`src/rtl/phh_pkg.sv`:
```
// Shared types, constants and helpers for the pulse-height histogrammer.
package phh_pkg;

  localparam int unsigned NUM_BINS_DEF = 4096;
  localparam int unsigned SUM_W        = 40;
  localparam int unsigned ENERGY_W     = 32;
  localparam int unsigned COUNT_W      = 32;
  localparam int unsigned BW_W         = 32;
  localparam int unsigned BINS_USED_W  = 13;
  localparam int unsigned BIN_IDX_W    = 12;
  localparam int unsigned CFG_IDX_W    = 2;
  localparam int unsigned CFG_DATA_W   = 40;

  localparam logic [BW_W-1:0]        BIN_WIDTH_RST = BW_W'(256);
  localparam logic [SUM_W-1:0]       PEAK_LOW_RST  = '0;
  localparam logic [SUM_W-1:0]       PEAK_HIGH_RST = '0;
  localparam logic [BINS_USED_W-1:0] BINS_USED_RST = BINS_USED_W'(4096);

  typedef enum logic [1:0] {
    OP_BEGIN = 2'd0,
    OP_ADD   = 2'd1,
    OP_END   = 2'd2,
    OP_READ  = 2'd3
  } op_e;

  typedef enum logic [CFG_IDX_W-1:0] {
    CFG_BIN_WIDTH = 2'd0,
    CFG_PEAK_LOW  = 2'd1,
    CFG_PEAK_HIGH = 2'd2,
    CFG_BINS_USED = 2'd3
  } cfg_reg_e;

  typedef struct packed {
    logic [1:0]           opcode;
    logic [ENERGY_W-1:0]  energy;
    logic [BIN_IDX_W-1:0] bin_index;
  } in_word_t;

  typedef struct packed {
    logic [COUNT_W-1:0]   event_count;
    logic [COUNT_W-1:0]   deposit_count;
    logic [COUNT_W-1:0]   peak_count;
    logic [COUNT_W-1:0]   bin_value;
    logic [BIN_IDX_W-1:0] filled_bin;
    logic                 bin_filled;
    logic                 in_peak;
  } out_word_t;

  function automatic logic [COUNT_W-1:0] sat_inc(input logic [COUNT_W-1:0] v);
    sat_inc = (v == '1) ? v : v + COUNT_W'(1);
  endfunction

endpackage

```
`src/rtl/phh_divider.sv`:
```
// Restoring divider, one quotient bit per cycle through a single subtractor.
module phh_divider (
  input  logic                        clk_i,
  input  logic                        rst_ni,
  input  logic                        start_i,
  input  logic [phh_pkg::SUM_W-1:0]   dividend_i,
  input  logic [phh_pkg::BW_W-1:0]    divisor_i,
  output logic                        done_o,
  output logic [phh_pkg::SUM_W-1:0]   quot_o
);
  import phh_pkg::*;

  localparam int unsigned CNT_W = $clog2(SUM_W);

  logic             busy_q, busy_d;
  logic             done_q, done_d;
  logic [CNT_W-1:0] cnt_q, cnt_d;
  logic [BW_W-1:0]  rem_q, rem_d;
  logic [BW_W-1:0]  div_q, div_d;
  logic [SUM_W-1:0] quo_q, quo_d;

  logic [BW_W:0]    trial;
  logic [BW_W+1:0]  diff;
  logic             borrow;

  // shared subtract unit: trial remainder minus divisor
  assign trial  = {rem_q, quo_q[SUM_W-1]};
  assign diff   = {1'b0, trial} - {2'b00, div_q};
  assign borrow = diff[BW_W+1];

  always_comb begin
    busy_d = busy_q;
    done_d = 1'b0;
    cnt_d  = cnt_q;
    rem_d  = rem_q;
    div_d  = div_q;
    quo_d  = quo_q;
    if (start_i) begin
      busy_d = 1'b1;
      cnt_d  = CNT_W'(SUM_W - 1);
      rem_d  = '0;
      div_d  = divisor_i;
      quo_d  = dividend_i;
    end else if (busy_q) begin
      // trial < divisor on borrow, so the low bits hold the whole remainder
      rem_d = borrow ? trial[BW_W-1:0] : diff[BW_W-1:0];
      quo_d = {quo_q[SUM_W-2:0], ~borrow};
      cnt_d = cnt_q - CNT_W'(1);
      if (cnt_q == '0) begin
        busy_d = 1'b0;
        done_d = 1'b1;
      end
    end
  end

  always_ff @(posedge clk_i or negedge rst_ni) begin
    if (!rst_ni) begin
      busy_q <= 1'b0;
      done_q <= 1'b0;
      cnt_q  <= '0;
    end else begin
      busy_q <= busy_d;
      done_q <= done_d;
      cnt_q  <= cnt_d;
    end
  end

  always_ff @(posedge clk_i) begin
    rem_q <= rem_d;
    div_q <= div_d;
    quo_q <= quo_d;
  end

  assign done_o = done_q;
  assign quot_o = quo_q;

endmodule

```
`config.mk`:
```
export PLATFORM = sky130hd
export DESIGN_NAME = phh_divider
export DESIGN_NICKNAME = d
export VERILOG_FILES = /design/src/rtl/phh_pkg.sv /design/src/rtl/phh_divider.sv
export SDC_FILE = /design/constraint.sdc
export NUM_CORES = 1
export LEC_CHECK = 0
export BUFFER_PORTS_ARGS = -buffer_cell sky130_fd_sc_hd__buf_4
export CAP_MARGIN = 20
export CORE_MARGIN = 3
export CORE_UTILIZATION = 39
export CTS_BUF_LIST = sky130_fd_sc_hd__clkbuf_8 sky130_fd_sc_hd__clkbuf_16
export CTS_CLUSTER_SIZE = 20
export DETAILED_ROUTE_END_ITERATION = 7
export GPL_TIMING_DRIVEN = 1
export PLACE_DENSITY_LB_ADDON = 0.1
export SLEW_MARGIN = 10
export SYNTH_ARGS = -nofsm -noshare
export SYNTH_HDL_FRONTEND = slang
export SYNTH_SLANG_ARGS = --single-unit
```
`constraint.sdc`:
```
create_clock -name clk_i -period 2.6 [get_ports clk_i]
set_clock_uncertainty 0.1 [all_clocks]
set_input_delay 0.13 -clock clk_i [delete_from_list [all_inputs] [get_ports clk_i]]
set_output_delay 0.13 -clock clk_i [all_outputs]
set_load 0.05 [all_outputs]
```
# Word level (Yosys, flattened, before mapping)
# Index checks and enable logic that the tools add are counted.
# word_totals
register_bits	112
word_cells	22
# classes
n_addsub	2
n_mux	11
n_bitwise	1
reduce_logical	2
# op_table
cell	n
$mux W40	2
$sub A33 B32 Y34	1
$mux W32	1
$mux W6	2
$logic_not A6 Y1	1
$mux W1	6
$sub A6 B1 Y6 const B	1
$reduce_bool A2 Y1	1
$not A1 Y1	1

# Depth between registers and ports, before layout
# logic_depth
ltp_word	4
depth_mapped	13
mapped_depth_nobuf	12

# Least setup slack after synthesis
# OpenSTA, ideal clock, no wires.
# synth_path
kind	register to register
from	register quo_q[39], in the netlist quot_o[39]
to	register rem_q[26]
setup_time_ns	0.144
arrival_time_ns	2.911
slack_ns	-0.555
path_stages_with_launch	13
cell_sequence	edfxtp_1 > inv_1 > ha_1 > inv_1 > fa_1 > a21o_1 > a221oi_4 > a2bb2oi_2 > a21oi_4 > o2111ai_2 > mux2_1 > o22ai_1 > a311oi_2
# synth_between
elab_chain_len	2
# synth_rtl
element	line	rtl
start: declaration	phh_divider.sv:20	logic [SUM_W-1:0] quo_q, quo_d;
start signal: assignment	phh_divider.sv:71	quo_q <= quo_d;
$sub A33 B32 Y34	phh_divider.sv:28	assign diff = {1'b0, trial} - {2'b00, div_q};
$mux W32	phh_divider.sv:46	rem_d = borrow ? trial[BW_W-1:0] : diff[BW_W-1:0];
end signal: assignment	phh_divider.sv:69	rem_q <= rem_d;
end: declaration	phh_divider.sv:18	logic [BW_W-1:0] rem_q, rem_d;
# Every way passes these cells.
# A chain may end at the register's enable or synchronous reset.

# Worst setup path after layout
# Ends and elaborated chain as after synthesis.

==> summary.txt <==
FINAL LAYOUT
--------------------------------------------------------------------------------------
Cell area after layout                                                    0.0102 sq mm
Top library cells by usage in the layout, fill and taps aside             buf_4 (201), dlygate4sd3_1 (73), edfxtp_1 (72)
Diode count                                                                          0
Nets                                                                             1,026
Layout Area Growth over Synthesis                                                53.0%
Fraction of final layout cells sized beyond drive strength 1                     41.9%
Leading cell type in the layout, fill and taps excluded                          buf_4

SYNTH
--------------------------------------------------------------------------------------
Post-synthesis average cell area                                            10.3 sq um
Netlist area before placement                                             0.00668 sq mm
Async SR Flop Fraction                                                           7.14%
Number of warnings reported in the yosys synthesis log                               0
Instance count of the mapped netlist                                               648
Fraction of the yosys area taken by sequential cells                             45.0%
Number of distinct standard cells referenced by the synthesized netlist             69
Count of state elements after synthesis                                            112
Number of enable-type register cells in the synthesized netlist                     72
Flip-flop cell with the highest count after synthesis                         edfxtp_1
Post-Syn Nets                                                                      758

ROUTE
--------------------------------------------------------------------------------------
Total Wirelength                                                               19.0 mm
Routed vias                                                                      6,008
Via count normalized by instance count                                            5.27
Antenna-violating nets left                                                          0
Detailed Routing Iterations Pass 1                                                   6
DRC violations left                                                                  0
Routed len/inst                                                                16.6 um
Starting DRC count in detailed routing                                             368

TIMING
--------------------------------------------------------------------------------------
Share of the clock period used by the worst path after layout                     111%
Post-layout min period                                                         2.89 ns
Normalized max-slew margin                                                       42.8%
Final hold viol count                                                                0
Final setup margin                                                           -0.287 ns
Max Transition Viols Final                                                           0
Pin slew with the least headroom to its limit                                 0.847 ns
Final setup violating endpoints                                                     10
Maximum frequency from static timing analysis                                0.346 GHz
Setup repair after global routing missed its margin                               true
Hold slack                                                                   0.0261 ns
Aggregate negative setup slack                                                -1.62 ns

GLOBAL ROUTING
--------------------------------------------------------------------------------------
Global-route wire length before repair                                         29.1 mm
Number of global-route vias before repair                                        5,978
Global routing usage summed across all routing layers                            19.3%
Overflow after GRT                                                                   0
Maximum number of pins on one net before global-route repair                        67
Antenna violations before repair                                                     0

RUN STATUS
--------------------------------------------------------------------------------------
Violations in the final reports                                           setup timing
Status                                                                    finished, violations left

MIN PATH
--------------------------------------------------------------------------------------
Classification of the worst-slack hold path                               input port to async pin

DIE
--------------------------------------------------------------------------------------
Die boundary width                                                              137 um
Number of placed I/O pins                                                          116
Num rows                                                                            47
Placeable core area                                                       0.0166 sq mm
Die Height                                                                      137 um
Starting density of the core                                                     40.1%
Die Outline Area                                                          0.0187 sq mm

RUN
--------------------------------------------------------------------------------------
Max cap viols                                                                        0

PLACED DESIGN
--------------------------------------------------------------------------------------
GPL Wtd Cong                                                                     0.932
Placed Instance Area                                                      0.00832 sq mm
Number of I/O port buffers                                                         115
Placed wire-length estimate after detailed placement                           12.7 mm

WORST SETUP PATH
--------------------------------------------------------------------------------------
Startpoint types                                                                  flop
Setup crit end kind                                                               flop
Critical path peak fanout                                                            6
Worst EP required                                                              2.71 ns
Arrival time reported for the critical path endpoint                           2.99 ns
Path type of the worst setup path                                         flop to flop

POWER AND IR DROP
--------------------------------------------------------------------------------------
Max IR drop VDD                                                                 667 uV
PwrDens                                                                    848 mW/mm^2
Tot Pwr                                                                        8.66 mW
Leakage component of the power                                                 4.24 nW

CLOCK NETWORK
--------------------------------------------------------------------------------------
Total CTS buffers                                                                    9
Maximum buffer depth of the clock tree                                               2
Level count of the clock H-tree                                                      3
Clk sink count                                                                     112
CTS Root Cell                                                                clkbuf_16
CTS tree                                                                         built
Clk slew on worst S/H paths                                                    0.08 ns
Clock latency reported for the late side of the worst-skew pair                0.36 ns

[final timing paths]
| path | startpoint | slack [ns] | end | cells after the start |
|---|---|---|---|---|
| worst min-delay path | rst_ni | 0.03 | done_o$_DFF_PN0_ | 2 |
| worst max-delay path | quot_o[39]$_DFFE_PP_ | -0.29 | rem_q[26]$_SDFFE_PP0P_ | 12 |
| max in group asynchronous | rst_ni | 2.23 | busy_q$_DFF_PN0_ | 2 |
| worst min register to register | rem_q[29]$_SDFFE_PP0P_ | 0.41 | rem_q[29]$_SDFFE_PP0P_ | 2 |
| min in group clk_i | start_i | 0.15 | cnt_q[3]$_DFFE_PN0P_ | 2 |
| worst max register to register | quot_o[39]$_DFFE_PP_ | -0.29 | rem_q[26]$_SDFFE_PP0P_ | 12 |
[final cells by class]
type	count	area (sq um)
tap	220	275
clock buffer	9	225
clock inverter	7	101
timing repair buffer	297	2570
inverter	43	161
fill	1344	6420
sequential	112	3000
multi-input combinational	453	3880
[registers in the layout (all words and copies together) (netlist names)]
name and flops:
cnt_q 6, busy_q 1, quot_o 40, rem_q 32, div_q 32, done_o 1
[metal layers]
| layer | wire length [um] | vias up | global-route usage, % |
|---|---|---|---|
| met2 | 9720 | 127 | 32.8 |
| met4 | 252 | 0 | 4.66 |
| met1 | 8400 | 2903 | 25.5 |
| met5 | 0 | - | 0 |
| met3 | 616 | 27 | 3.71 |
| li1 | - | 2951 | - |
[Yosys cell counts (all sizes together), types with 3 or more instances]
cell type | number | area [sq um]
inv | 43 | 161
nor3 | 11 | 55.1
dfrtp | 8 | 200
and2 | 4 | 25.0
o21ai | 40 | 215
edfxtp | 72 | 2160
nand3 | 32 | 160
a21o | 11 | 82.6
a211oi | 3 | 35.0
clkbuf | 29 | 109
dfxtp | 32 | 641
xnor2 | 26 | 228
nor2 | 50 | 188
a311oi | 24 | 223
a31oi | 3 | 18.8
nor3b | 3 | 22.5
o2111ai | 3 | 32.5
nor4 | 4 | 25.0
xor2 | 5 | 43.8
nand2 | 31 | 116
and3 | 8 | 55.1
o211ai | 9 | 81.3
o31ai | 3 | 22.5
nand4 | 7 | 43.8
o21bai | 7 | 52.6
o311ai | 4 | 35.0
mux2 | 42 | 473
buf | 12 | 90.1
nor4b | 5 | 43.8
nand2b | 7 | 43.8
a21oi | 43 | 260
ha | 34 | 425
[cell families (layout without fill, tap and decap cells)]
kind of cell    count (synthesis)  after routing  synth area share [%]
compound gates                168            169                  18.5
mux                            43             43                  7.23
xor+xnor                       31             31                  4.07
fa+ha+maj                      35             35                  6.67
flops                         112            112                  45.0
simple gates                  175            175                  13.2
buf+inv                        84            356                  5.40
[where the power goes]
group          total [mW]  leakage (nW)  internal (mW)  switching [mW]
clock                1.55         0.160          0.859           0.692
combinational        4.67          3.00           2.24            2.43
sequential           2.44          1.09           2.21           0.233
[worst max-delay path, cell delays in order, from the launching register on]
cell and delay, ns:
edfxtp_1 0.40, inv_1 0.07, ha_2 0.17, inv_2 0.04, fa_2 0.35, a21o_1 0.22, a221oi_4 0.27, a2bb2oi_2 0.23
a21oi_4 0.13, o2111ai_4 0.21, mux2_4 0.34, o22ai_4 0.11, a311oi_2 0.11
[per-stage QoR]
step                utilization (%)  setup slack, ns  instances
global placement               50.0           -0.282       1029
global route                   61.4           -0.408       1141
CTS                            57.7           -0.256       1127
detailed placement             50.0           -0.331       1029
finish                         61.4           -0.287       1141
floorplan                         -           -0.497        648
[what timing repair did]
action | 4_1_cts | 5_1_grt
endpoints found under the setup margin | 32 | 33
hold buffers | 73 | 0
gates resized for setup | 30 | 105
pin swaps | 13 | 53
gates cloned | 1 | 3
setup buffers | 8 | 14
hold endpoints to repair | 80 | 0
(Power assumes the default switching activity.)
